## config.mk

```make
export PLATFORM = sky130hd
export DESIGN_NAME = calendar_seconds_converter
export DESIGN_NICKNAME = d
export VERILOG_FILES = /design/src/sv/csc_pkg.sv /design/src/sv/csc_alu.sv /design/src/sv/csc_ctrl.sv /design/src/sv/calendar_seconds_converter.sv
export VERILOG_INCLUDE_DIRS = /design/src /design/src/sv
export SDC_FILE = /design/constraint.sdc
export NUM_CORES = 1
export LEC_CHECK = 0
export BUFFER_PORTS_ARGS = -buffer_cell sky130_fd_sc_hd__buf_2
export CORE_MARGIN = 2
export CORE_UTILIZATION = 45
export DETAILED_ROUTE_END_ITERATION = 12
export PLACE_DENSITY = 0.63
export SYNTH_ARGS = -nofsm -noshare
export SYNTH_HDL_FRONTEND = slang
export SYNTH_SLANG_ARGS = --single-unit
```

## constraint.sdc

```tcl
create_clock -name clk -period 11.6 [get_ports clk]
set_input_delay 1.74 -clock clk [delete_from_list [all_inputs] [get_ports clk]]
set_output_delay 1.74 -clock clk [all_outputs]
set_load 0.1 [all_outputs]
```

## src/sv/calendar_seconds_converter_defines.svh

```systemverilog
// Assertion macros for the calendar seconds converter.
`ifndef CALENDAR_SECONDS_CONVERTER_DEFINES_SVH
`define CALENDAR_SECONDS_CONVERTER_DEFINES_SVH

// Property checked on every clock edge outside reset.
`define CSC_ASSERT(name, prop, msg) \
	name: assert property (@(posedge clk) disable iff (!arst_n) prop) \
		else $error(msg);

// Antecedent in one cycle implies consequent in the next.
`define CSC_ASSERT_NEXT(name, ante, cons, msg) \
	name: assert property (@(posedge clk) disable iff (!arst_n) (ante) |=> (cons)) \
		else $error(msg);

`endif

```

## src/sv/csc_pkg.sv

```systemverilog
// Shared types, constants and table functions of the calendar seconds converter.
package csc_pkg;

	localparam int unsigned ACC_W = 34;
	localparam logic [11:0] BASE_YEAR_RST = 12'd2000;
	localparam logic [7:0]  YEAR_LIMIT = 8'd135;
	localparam logic [7:0]  YEAR_WALK_MAX = 8'd255;
	localparam logic [3:0]  FIRST_MONTH = 4'd1;
	localparam logic [3:0]  LAST_MONTH = 4'd12;
	localparam logic [4:0]  MAX_HOUR = 5'd23;
	localparam logic [5:0]  MAX_MIN_SEC = 6'd59;
	localparam logic [16:0] SECS_PER_DAY = 17'd86400;
	localparam logic [11:0] SECS_PER_HOUR = 12'd3600;
	localparam logic [5:0]  SECS_PER_MIN = 6'd60;
	localparam logic [8:0]  LEAP_CYCLE = 9'd400;
	localparam logic [8:0]  LEAP_CYCLE_LAST = 9'd399;
	localparam logic [31:0] SECS_YEAR = 32'd31536000;
	localparam logic [31:0] SECS_LEAP_YEAR = 32'd31622400;

	typedef enum logic [3:0] {
		ST_IDLE,
		ST_BMOD,
		ST_DMIN,
		ST_DHOUR,
		ST_DDAY,
		ST_DYEAR,
		ST_DMON,
		ST_SYEAR,
		ST_SMON,
		ST_SDAY,
		ST_SHOUR,
		ST_SMIN,
		ST_FIN
	} state_t;

	typedef enum logic {
		REQ_TO_SECS = 1'b0,
		REQ_TO_DATE = 1'b1
	} req_t;

	typedef struct packed {
		logic [ACC_W-1:0] a;
		logic [ACC_W-1:0] b;
		logic             sub;
	} alu_op_t;

	typedef struct packed {
		req_t        req;
		logic [31:0] seconds;
		logic [7:0]  year;
		logic [3:0]  month;
		logic [4:0]  day;
		logic [4:0]  hour;
		logic [5:0]  minute;
		logic [5:0]  second;
	} request_t;

	typedef struct packed {
		logic [31:0] seconds;
		logic [7:0]  year;
		logic [3:0]  month;
		logic [4:0]  day;
		logic [4:0]  hour;
		logic [5:0]  minute;
		logic [5:0]  second;
		logic        invalid;
	} result_t;

	// c is the year modulo 400
	function automatic logic is_leap(input logic [8:0] c);
		return (c[1:0] == 2'd0) && (c != 9'd100) && (c != 9'd200) && (c != 9'd300);
	endfunction

	function automatic logic [31:0] year_secs(input logic leap);
		return leap ? SECS_LEAP_YEAR : SECS_YEAR;
	endfunction

	function automatic logic [31:0] month_secs(input logic [3:0] m, input logic leap);
		logic [31:0] s;
		case (m) inside
			4'd1, 4'd3, 4'd5, 4'd7, 4'd8, 4'd10, 4'd12: s = 32'd2678400;
			4'd4, 4'd6, 4'd9, 4'd11:                    s = 32'd2592000;
			4'd2:                                       s = leap ? 32'd2505600 : 32'd2419200;
			default:                                    s = 32'd0;
		endcase
		return s;
	endfunction

endpackage

```

## src/sv/csc_alu.sv

```systemverilog
// Shared add/subtract unit with borrow flag.
module csc_alu (
	input  csc_pkg::alu_op_t          op,
	output logic [csc_pkg::ACC_W-1:0] res,
	output logic                      borrow
);
	import csc_pkg::*;

	logic [ACC_W:0] full;

	always_comb begin
		if (op.sub) begin
			full = {1'b0, op.a} - {1'b0, op.b};
		end else begin
			full = {1'b0, op.a} + {1'b0, op.b};
		end
		res    = full[ACC_W-1:0];
		borrow = op.sub & full[ACC_W];
	end

endmodule

```

## src/sv/csc_ctrl.sv

```systemverilog
// Sequencer and working registers driving the shared add/subtract unit.
`include "calendar_seconds_converter_defines.svh"

module csc_ctrl (
	input  logic               clk,
	input  logic               arst_n,
	input  logic [11:0]        base_year,
	input  logic               req_valid,
	output logic               req_ready,
	input  csc_pkg::request_t  req,
	output logic               res_valid,
	input  logic               res_ready,
	output csc_pkg::result_t   res
);
	import csc_pkg::*;

	state_t           state_q, state_d;
	req_t             dir_q, dir_d;
	logic [ACC_W-1:0] acc_q, acc_d;
	logic [11:0]      c400_q, c400_d;
	logic [7:0]       cnt_q, cnt_d;
	logic [3:0]       mon_q, mon_d;
	logic [2:0]       bit_q, bit_d;
	logic [4:0]       qday_q, qday_d;
	logic [4:0]       qhour_q, qhour_d;
	logic [5:0]       qmin_q, qmin_d;
	logic             inval_q, inval_d;

	logic [7:0]       year_q;
	logic [3:0]       month_q;
	logic [4:0]       day_q;
	logic [4:0]       hour_q;
	logic [5:0]       minute_q;

	alu_op_t          op;
	logic [ACC_W-1:0] alu_res;
	logic             borrow;
	logic             leap;
	logic [11:0]      c400_next;
	logic             bad_date;

	csc_alu u_alu (
		.op     (op),
		.res    (alu_res),
		.borrow (borrow)
	);

	assign leap      = is_leap(c400_q[8:0]);
	assign c400_next = (c400_q[8:0] == LEAP_CYCLE_LAST) ? 12'd0 : c400_q + 12'd1;
	assign bad_date  = (req.year > YEAR_LIMIT) || (req.month < FIRST_MONTH) ||
		(req.month > LAST_MONTH) || (req.day == 5'd0) || (req.hour > MAX_HOUR) ||
		(req.minute > MAX_MIN_SEC) || (req.second > MAX_MIN_SEC);

	always_comb begin
		op.a   = acc_q;
		op.b   = '0;
		op.sub = 1'b0;
		unique case (state_q)
			ST_BMOD: begin
				op.a   = ACC_W'(c400_q);
				op.b   = ACC_W'(LEAP_CYCLE) << bit_q;
				op.sub = 1'b1;
			end
			ST_DMIN:  op.b = ACC_W'(minute_q) * ACC_W'(SECS_PER_MIN);
			ST_DHOUR: op.b = ACC_W'(hour_q) * ACC_W'(SECS_PER_HOUR);
			ST_DDAY:  op.b = ACC_W'(day_q - 5'd1) * ACC_W'(SECS_PER_DAY);
			ST_DYEAR: op.b = ACC_W'(year_secs(leap));
			ST_DMON:  op.b = ACC_W'(month_secs(mon_q, leap));
			ST_SYEAR: begin
				op.b   = ACC_W'(year_secs(leap));
				op.sub = 1'b1;
			end
			ST_SMON: begin
				op.b   = ACC_W'(month_secs(mon_q, leap));
				op.sub = 1'b1;
			end
			ST_SDAY: begin
				op.b   = ACC_W'(SECS_PER_DAY) << bit_q;
				op.sub = 1'b1;
			end
			ST_SHOUR: begin
				op.b   = ACC_W'(SECS_PER_HOUR) << bit_q;
				op.sub = 1'b1;
			end
			ST_SMIN: begin
				op.b   = ACC_W'(SECS_PER_MIN) << bit_q;
				op.sub = 1'b1;
			end
			default: begin
				op.b = '0;
			end
		endcase
	end

	always_comb begin
		state_d   = state_q;
		dir_d     = dir_q;
		acc_d     = acc_q;
		c400_d    = c400_q;
		cnt_d     = cnt_q;
		mon_d     = mon_q;
		bit_d     = bit_q;
		qday_d    = qday_q;
		qhour_d   = qhour_q;
		qmin_d    = qmin_q;
		inval_d   = inval_q;
		req_ready = 1'b0;
		res_valid = 1'b0;
		unique case (state_q)
			ST_IDLE: begin
				req_ready = 1'b1;
				if (req_valid) begin
					dir_d   = req.req;
					c400_d  = base_year;
					cnt_d   = '0;
					mon_d   = FIRST_MONTH;
					bit_d   = 3'd3;
					qday_d  = '0;
					qhour_d = '0;
					qmin_d  = '0;
					inval_d = 1'b0;
					if (req.req == REQ_TO_SECS) begin
						acc_d = ACC_W'(req.second);
						if (bad_date) begin
							inval_d = 1'b1;
							state_d = ST_FIN;
						end else begin
							state_d = ST_BMOD;
						end
					end else begin
						acc_d   = ACC_W'(req.seconds);
						state_d = ST_BMOD;
					end
				end
			end
			ST_BMOD: begin
				if (!borrow) begin
					c400_d = alu_res[11:0];
				end
				if (bit_q == 3'd0) begin
					state_d = (dir_q == REQ_TO_SECS) ? ST_DMIN : ST_SYEAR;
				end else begin
					bit_d = bit_q - 3'd1;
				end
			end
			ST_DMIN: begin
				acc_d   = alu_res;
				state_d = ST_DHOUR;
			end
			ST_DHOUR: begin
				acc_d   = alu_res;
				state_d = ST_DDAY;
			end
			ST_DDAY: begin
				acc_d   = alu_res;
				state_d = ST_DYEAR;
			end
			ST_DYEAR: begin
				if (cnt_q == year_q) begin
					state_d = ST_DMON;
				end else begin
					acc_d  = alu_res;
					cnt_d  = cnt_q + 8'd1;
					c400_d = c400_next;
				end
			end
			ST_DMON: begin
				if (mon_q == month_q) begin
					inval_d = |acc_q[ACC_W-1:32];
					state_d = ST_FIN;
				end else begin
					acc_d = alu_res;
					mon_d = mon_q + 4'd1;
				end
			end
			ST_SYEAR: begin
				if (cnt_q == YEAR_WALK_MAX || borrow) begin
					state_d = ST_SMON;
				end else begin
					acc_d  = alu_res;
					cnt_d  = cnt_q + 8'd1;
					c400_d = c400_next;
				end
			end
			ST_SMON: begin
				if (mon_q == LAST_MONTH || borrow) begin
					bit_d   = 3'd4;
					state_d = ST_SDAY;
				end else begin
					acc_d = alu_res;
					mon_d = mon_q + 4'd1;
				end
			end
			ST_SDAY: begin
				if (!borrow) begin
					acc_d          = alu_res;
					qday_d[bit_q]  = 1'b1;
				end
				if (bit_q == 3'd0) begin
					bit_d   = 3'd4;
					state_d = ST_SHOUR;
				end else begin
					bit_d = bit_q - 3'd1;
				end
			end
			ST_SHOUR: begin
				if (!borrow) begin
					acc_d          = alu_res;
					qhour_d[bit_q] = 1'b1;
				end
				if (bit_q == 3'd0) begin
					bit_d   = 3'd5;
					state_d = ST_SMIN;
				end else begin
					bit_d = bit_q - 3'd1;
				end
			end
			ST_SMIN: begin
				if (!borrow) begin
					acc_d         = alu_res;
					qmin_d[bit_q] = 1'b1;
				end
				if (bit_q == 3'd0) begin
					state_d = ST_FIN;
				end else begin
					bit_d = bit_q - 3'd1;
				end
			end
			ST_FIN: begin
				res_valid = 1'b1;
				if (res_ready) begin
					state_d = ST_IDLE;
				end
			end
			default: begin
				state_d = ST_IDLE;
			end
		endcase
	end

	always_comb begin
		res = '0;
		if (dir_q == REQ_TO_SECS) begin
			res.invalid = inval_q;
			res.seconds = inval_q ? 32'd0 : acc_q[31:0];
		end else begin
			res.year   = cnt_q;
			res.month  = mon_q;
			res.day    = qday_q + 5'd1;
			res.hour   = qhour_q;
			res.minute = qmin_q;
			res.second = acc_q[5:0];
		end
	end

	always_ff @(posedge clk or negedge arst_n) begin
		if (!arst_n) begin
			state_q <= ST_IDLE;
			dir_q   <= REQ_TO_SECS;
			inval_q <= 1'b0;
			bit_q   <= '0;
			cnt_q   <= '0;
			mon_q   <= FIRST_MONTH;
			c400_q  <= '0;
		end else begin
			state_q <= state_d;
			dir_q   <= dir_d;
			inval_q <= inval_d;
			bit_q   <= bit_d;
			cnt_q   <= cnt_d;
			mon_q   <= mon_d;
			c400_q  <= c400_d;
		end
	end

	always_ff @(posedge clk) begin
		acc_q   <= acc_d;
		qday_q  <= qday_d;
		qhour_q <= qhour_d;
		qmin_q  <= qmin_d;
		if (state_q == ST_IDLE && req_valid) begin
			year_q   <= req.year;
			month_q  <= req.month;
			day_q    <= req.day;
			hour_q   <= req.hour;
			minute_q <= req.minute;
		end
	end

	`CSC_ASSERT(a_leap_ctr_range, (state_q == ST_DYEAR || state_q == ST_DMON || state_q == ST_SYEAR || state_q == ST_SMON) |-> (c400_q < 12'(LEAP_CYCLE)), "leap cycle counter out of range")
	`CSC_ASSERT(a_day_rem_range, (state_q == ST_SDAY && bit_q == 3'd4) |-> (acc_q < (ACC_W'(SECS_PER_DAY) << 5)), "month remainder too large")
	`CSC_ASSERT_NEXT(a_fin_hold, state_q == ST_FIN && !res_ready, state_q == ST_FIN && $stable(res), "result dropped before transfer")

endmodule

```

## src/sv/calendar_seconds_converter.sv

```systemverilog
// Top level of the calendar seconds converter: stream ports, base year register, output register.
// Date to seconds adds minutes, hours, days, then each year and month; a bad date ends at once.
// Seconds to date subtracts years, then months, then day, hour and minute quotient bits.
// One shared 34-bit add/subtract unit sets the rate: one year, month or quotient bit per cycle.
// One item at a time; next taken the cycle after the result is registered, even while it waits.
// arst_n clears all control state and loads base_year with 2000.
module calendar_seconds_converter (
	input  logic        clk,
	input  logic        arst_n,
	input  logic        s_tvalid,
	output logic        s_tready,
	// seconds_in[31:0], year_in[39:32], month_in[43:40], day_in[48:44],
	// hour_in[53:49], minute_in[59:54], second_in[65:60], zero pad
	input  logic [71:0] s_tdata,
	// req_type[0]
	input  logic [0:0]  s_tuser,
	output logic        m_tvalid,
	input  logic        m_tready,
	// seconds_out[31:0], year_out[39:32], month_out[43:40], day_out[48:44],
	// hour_out[53:49], minute_out[59:54], second_out[65:60], zero pad
	output logic [71:0] m_tdata,
	// invalid[0]
	output logic [0:0]  m_tuser,
	input  logic        cfg_valid,
	output logic        cfg_ready,
	input  logic [11:0] cfg_data
);
	import csc_pkg::*;

	logic [11:0] base_year_q;
	request_t    req;
	result_t     res;
	result_t     out_q;
	logic        out_valid_q;
	logic        res_valid;
	logic        res_ready;

	assign cfg_ready = 1'b1;

	always_ff @(posedge clk or negedge arst_n) begin
		if (!arst_n) begin
			base_year_q <= BASE_YEAR_RST;
		end else if (cfg_valid && cfg_ready) begin
			base_year_q <= cfg_data;
		end
	end

	always_comb begin
		req.req     = req_t'(s_tuser[0]);
		req.seconds = s_tdata[31:0];
		req.year    = s_tdata[39:32];
		req.month   = s_tdata[43:40];
		req.day     = s_tdata[48:44];
		req.hour    = s_tdata[53:49];
		req.minute  = s_tdata[59:54];
		req.second  = s_tdata[65:60];
	end

	csc_ctrl u_ctrl (
		.clk       (clk),
		.arst_n    (arst_n),
		.base_year (base_year_q),
		.req_valid (s_tvalid),
		.req_ready (s_tready),
		.req       (req),
		.res_valid (res_valid),
		.res_ready (res_ready),
		.res       (res)
	);

	assign res_ready = !out_valid_q || m_tready;

	always_ff @(posedge clk or negedge arst_n) begin
		if (!arst_n) begin
			out_valid_q <= 1'b0;
		end else if (res_valid && res_ready) begin
			out_valid_q <= 1'b1;
		end else if (m_tready) begin
			out_valid_q <= 1'b0;
		end
	end

	always_ff @(posedge clk) begin
		if (res_valid && res_ready) begin
			out_q <= res;
		end
	end

	assign m_tvalid = out_valid_q;
	assign m_tdata  = {6'd0, out_q.second, out_q.minute, out_q.hour, out_q.day,
		out_q.month, out_q.year, out_q.seconds};
	assign m_tuser  = out_q.invalid;

endmodule
```

==> results.json, run 1 <==
{
  "drv_cap": 0,
  "hold_class": "reg2reg",
  "dieArea_um2": 34700,
  "synth-xor-area-share": 0.0581,
  "hp-start": "base_year_q[2]$_DFFE_PN0P_",
  "worst_skew_pair.late_latency_ns": 0.47,
  "synth_simple_gate_area_share": 0.204,
  "hold_violations": 0,
  "dieHeight_um": 186,
  "drive_gt1_frac": 0.156,
  "regToRegStartpoint": "u_ctrl.day_q[0]$_DFFE_PP_",
  "cts_tree": "yes",
  "final_nets": 1952,
  "cp_slowest_stage_delay_ns": 0.67,
  "cts_setup_buffers": 0,
  "dr.pass1.iters": 5,
  "rr_worst_depth": 32,
  "max_slew_margin": 0.244,
  "syn_to_final_growth_pct": 11.8,
  "rows": 66,
  "grt_util_met1": 0.326,
  "cts_buffers": 17,
  "worstPathArrival_ns": 9.82,
  "met2_usage": 0.383,
  "slew_viol_final": 0,
  "synthFlopType": "edfxtp_1",
  "wl_um": 40200,
  "clock_tree.buffer_depth": 2,
  "holdBufCountCts": 0,
  "clock-root-buffer": "clkbuf_16",
  "busiest_layer": "met2",
  "crit_slowest_cell": "xor2_1",
  "synth-adder-area-share": 0.129,
  "first_iter_violations": 993,
  "dp_cells": 2144,
  "crit_path_end_kind": "register",
  "worstPathMaxFanout": 34,
  "cts_max_level": 4,
  "ys.warnings.count": 0,
  "synthCells": 1597,
  "fmax_ghz": 0.103,
  "min_period_over_period": 0.839,
  "routed_wire_length_per_instance_um": 18.5,
  "status": "finished clean",
  "async_flop_share": 0.241,
  "grtUsageMet3": 0.0389,
  "vias_per_cell": 5.67,
  "start_kind": "register",
  "hold_path_end": "base_year_q[2]$_DFFE_PN0P_",
  "crit_required_ns": 11.69,
  "fin_cells": 2177,
  "synthTopCellsByArea": "edfxtp_1 (29%), ha_1 (10%), dfrtp_1 (6.5%)",
  "worstMarginPinSlew_ns": 1.13,
  "initial_core_util": 0.458,
  "clk_pin_slew_ns": 0.07,
  "multiInputGateArea_um2": 8800,
  "grt_pass1_vias": 11533,
  "grt_start_max_net_pins": 66,
  "grt_usage": 0.235,
  "synth_compound_area_frac": 0.173,
  "synthesis.area_um2": 14900,
  "gp_congestion": 0.947,
  "antenna_found_initial": 0,
  "grt_pass1_wl_um": 63000,
  "r2r_setup_slack_ns": 1.87,
  "synth_top_area_share": 0.292,
  "io_buffers": 152,
  "hpwlAfterDp_um": 30700,
  "seq_area_frac_synth": 0.369,
  "finalCriticalPeriod_ns": 9.73,
  "avgSynthCellArea_um2": 9.35,
  "synth_top_family_by_area": "simple AND/OR/NAND/NOR gates",
  "crit_path_frequent_cell": "ha_1",
  "rr_endpoint": "u_ctrl.acc_q[17]$_DFFE_PP_",
  "synth-edff-count": 145,
  "grt_overflow_total": 0,
  "ys_ff_latch": 191,
  "drc_errors": 0,
  "cts_resized": 0,
  "core_area_um2": 32600,
  "ios": 166,
  "cts_sinks": 191,
  "synth_largest_area_cell": "edfxtp_1",
  "vias": 12337,
  "whs_path_depth": 1,
  "setup_violations": 0,
  "ys_types": 100,
  "die_w_um": 186,
  "register_area_um2": 5510,
  "setup_tns_ns": 0,
  "fillCellCount": 3023,
  "skew_ns": 0.0260,
  "synthMuxAreaShare": 0.0223,
  "rsz0062_at_grt": "false",
  "critPathKind": "reg2reg",
  "ant_nets": 0
}
[through the flow]
| step | cell area, um^2 | utilization | setup WS [ns] | hold WS, ns |
|---|---|---|---|---|
| after global routing | 16700 | 0.512 | 0.920 | 0.547 |
| after floorplan | 15000 | - | 1.36 | 0.481 |
| final | 16700 | 0.512 | 1.87 | 0.537 |
| after CTS | 16700 | 0.512 | 1.81 | 0.539 |
| after detailed placement | 16100 | 0.494 | 1.87 | 0.517 |
| after global placement | 16100 | 0.494 | 2.16 | 0.515 |
[per-layer routing]
metal,part of all wire,vias up
met4,0.016,0
met5,0,-
met2,0.47,367
met3,0.054,43
li1,-,6023
met1,0.46,5904
[state kept, by name, indices dropped and copies added, names as in the netlist]
name             cells
u_ctrl.qday_q        5
m_tuser              1
u_ctrl.acc_q        34
u_ctrl.year_q        8
u_ctrl.mon_q         4
u_ctrl.qmin_q        6
u_ctrl.inval_q       1
u_ctrl.bit_q         3
u_ctrl.cnt_q         8
u_ctrl.hour_q        5
base_year_q         12
m_tvalid             1
u_ctrl.state_q       4
u_ctrl.month_q       4
u_ctrl.minute_q      6
u_ctrl.c400_q       12
u_ctrl.day_q         5
m_tdata             66
u_ctrl.dir_q         1
u_ctrl.qhour_q       5
[how the worst max path moves through the flow]
stage | from | to | slack [ns] | cells past startpoint
2_1_floorplan | u_ctrl.day_q[2]$_DFFE_PP_ | u_ctrl.acc_q[0]$_DFFE_PP_ | 1.36 | 26
4_1_cts | u_ctrl.day_q[0]$_DFFE_PP_ | u_ctrl.acc_q[17]$_DFFE_PP_ | 1.81 | 35
3_5_place_dp | u_ctrl.day_q[0]$_DFFE_PP_ | u_ctrl.acc_q[33]$_SDFFCE_PP0P_ | 1.87 | 35
5_1_grt | u_ctrl.day_q[0]$_DFFE_PP_ | u_ctrl.acc_q[17]$_DFFE_PP_ | 0.92 | 35
3_3_place_gp | u_ctrl.day_q[0]$_DFFE_PP_ | u_ctrl.acc_q[32]$_SDFFCE_PP0P_ | 2.16 | 35
6_report | u_ctrl.day_q[0]$_DFFE_PP_ | u_ctrl.acc_q[17]$_DFFE_PP_ | 1.87 | 32
[placed cells by master, fill, tap and decap left out, drive strengths merged, types with 13 or more instances in the layout]
cell / n
a211oi: 17
a21o: 20
a21oi: 85
a22oi: 14
a31oi: 14
and2: 92
and3: 20
buf: 174
clkbuf: 18
dfrtp: 39
edfxtp: 145
fa: 21
ha: 120
inv: 86
mux2: 15
mux2i: 16
nand2: 129
nand2b: 24
nand3: 51
nand4: 13
nor2: 125
nor2b: 27
nor3: 34
nor3b: 13
o21a: 14
o21ai: 118
o31ai: 13
xnor2: 56
xor2: 43
[area by class of cell]
type                       count  share of cell area
sequential                   191               0.330
antenna                        1            0.000150
clock buffer                  18              0.0263
multi-input combinational   1253               0.527
tap                          442              0.0331
timing repair buffer         174              0.0555
inverter                      84              0.0189
clock inverter                14             0.00907
[Yosys cell counts, types with 9 or more instances]
cell      number
edfxtp_1     145
nand2_1      129
nor2_1       125
ha_1         120
o21ai_0      118
and2_1        91
a21oi_1       85
inv_1         80
xnor2_1       56
clkbuf_1      51
nand3_1       51
xor2_1        43
dfrtp_1       39
nor3_1        31
nor2b_1       27
nand2b_1      24
fa_1          21
a21o_1        19
a211oi_1      17
and3_1        17
mux2i_1       16
a22oi_1       14
a31oi_1       14
mux2_2        14
o21a_1        14
nor3b_1       13
o31ai_1       13
nand4_1       12
nand3b_1       9
[worst max-delay path: cells and delay by family, from the launching register on]
family	cells	cell delay (ns)
DFF	1	0.43
AOI/OAI and AO/OA	6	1.73
and+or+nand+nor	11	2.78
xor gates and xnor gates	3	1.00
adders and majority gates	7	2.44
buffers and inverters	5	0.94
[cells by family (layout without fill, tap and decap cells)]
logic type	Yosys count	in the layout
simple gates	580	580
compound gates	395	395
flops	191	191
buf+inv	158	290
fa+ha+maj	141	141
xor+xnor	99	99
mux	31	31
other cells	2	8
Power of run 1 is not shown: default switching activity piles up to over one toggle a cycle in this logic, so the estimate is an artifact.
==> run 2, diff against run 1 <==
- clock period: 11.6 -> 9.9 ns (I/O delays scaled with it)
==> run 2 against run 1 <==
  * Clock skew down 0.013 ns
  * Global-route usage grew 0.20 points
  * Flip-flop and latch count is the same
  * Setup slack got worse by 0.82 ns
==> results.json, run 2 (synthesis results as in run 1) <==
{
  "drive_gt1_frac": 0.157,
  "core_area_um2": 32600,
  "rows": 66,
  "worstPathMaxFanout": 34,
  "worst_skew_pair.late_latency_ns": 0.45,
  "drv_cap": 0,
  "rsz0062_at_grt": "false",
  "final_area_um2": 16800,
  "cts_sinks": 191,
  "clk_pin_slew_ns": 0.07,
  "path_delay_family": "adder cells",
  "worst_slack_ns": 1.05,
  "first_iter_violations": 1061,
  "die_w_um": 186,
  "post-place-ws_ns": 1.11,
  "syn_to_final_growth_pct": 12.2,
  "hpwlAfterDp_um": 30600,
  "fmax_ghz": 0.113,
  "ant_nets": 0,
  "clock-root-buffer": "clkbuf_16",
  "hold_ws_ns": 0.522,
  "dieArea_um2": 34700,
  "hold_violations": 0,
  "setup_violations": 0,
  "skew_ns": 0.0135,
  "cp_slowest_stage_delay_ns": 0.50,
  "clock_tree.buffer_depth": 2,
  "final_nets": 1958,
  "start_kind": "register",
  "finalCriticalPeriod_ns": 8.85,
  "antenna_found_initial": 1,
  "slew_viol_final": 0,
  "max_slew_margin": 0.252,
  "worstMarginPinSlew_ns": 1.12,
  "dieHeight_um": 186,
  "cts_max_level": 4,
  "routed_wire_length_per_instance_um": 18.5,
  "grt_overflow_total": 0,
  "vias_per_cell": 5.62,
  "min_period_over_period": 0.894,
  "drc_errors": 0,
  "crit_path_end_kind": "register",
  "largest_reg_flops": 66,
  "grt_pass1_wl_um": 63400,
  "ios": 166,
  "gp_congestion": 0.949,
  "hold_class": "reg2reg",
  "cts_setup_buffers": 0,
  "status": "finished clean",
  "grt_start_max_net_pins": 66,
  "dr.pass1.iters": 6,
  "cts_tree": "yes",
  "grt_pass1_vias": 11633,
  "cts_buffers": 17,
  "critPathKind": "reg2reg",
  "crit_path_frequent_cell": "ha_1",
  "crit_slowest_cell": "fa_1",
  "worstPathArrival_ns": 8.99,
  "crit_required_ns": 10.04,
  "final_common_cell": "buf_2",
  "holdBufCountCts": 0,
  "diodes": 0,
  "io_buffers": 152,
  "initial_core_util": 0.458,
  "postPlaceCellArea_um2": 16200,
  "grt_usage": 0.237,
  "setup_tns_ns": 0,
  "vias": 12254,
  "wl_um": 40300,
  "cts_resized": 0,
  "crit_buf_inv": 6,
  "final_cell_mix": "buf_2 (152), edfxtp_1 (145), nand2_1 (128)"
}
## run 2: path summary, 6_finish.rpt
check	startpoint	end	slack (ns)	depth (start not counted)
setup / recovery	u_ctrl.day_q[0]$_DFFE_PP_	u_ctrl.acc_q[33]$_SDFFCE_PP0P_	1.05	35
hold / removal	base_year_q[0]$_DFFE_PN0P_	base_year_q[0]$_DFFE_PN0P_	0.52	1
setup reg to reg	u_ctrl.day_q[0]$_DFFE_PP_	u_ctrl.acc_q[33]$_SDFFCE_PP0P_	1.05	35
hold reg to reg	base_year_q[0]$_DFFE_PN0P_	base_year_q[0]$_DFFE_PN0P_	0.52	1
max in group asynchronous	arst_n	u_ctrl.inval_q$_DFFE_PN0P_	7.95	1
min in group asynchronous	arst_n	u_ctrl.state_q[0]$_DFFE_PN0P_	1.25	1
## run 2: cell type report
class / instances / area [um^2]
clock buffers: 19 / 433
clock inverters: 12 / 161
repair buffers: 180 / 983
fillers: 3049 / 15900
well taps: 442 / 553
inverters: 84 / 315
flip-flops and latches: 191 / 5510
multi-input cells: 1253 / 8800
## run 2: metrics by stage
step	utilization	std cells
3_3_place_gp	0.496	2150
4_1_cts	0.514	2181
6_report	0.514	2181
5_1_grt	0.514	2181
3_5_place_dp	0.496	2150
2_1_floorplan	-	1602
## run 2: layer usage
layer	global-route usage	vias to the layer above	wire length [um]
met3	0.0325	44	1990
met5	0	-	0
met2	0.386	336	18900
met1	0.334	5840	18800
li1	-	6034	-
met4	0.0617	0	697
Power of run 2 is left out for the same reason.
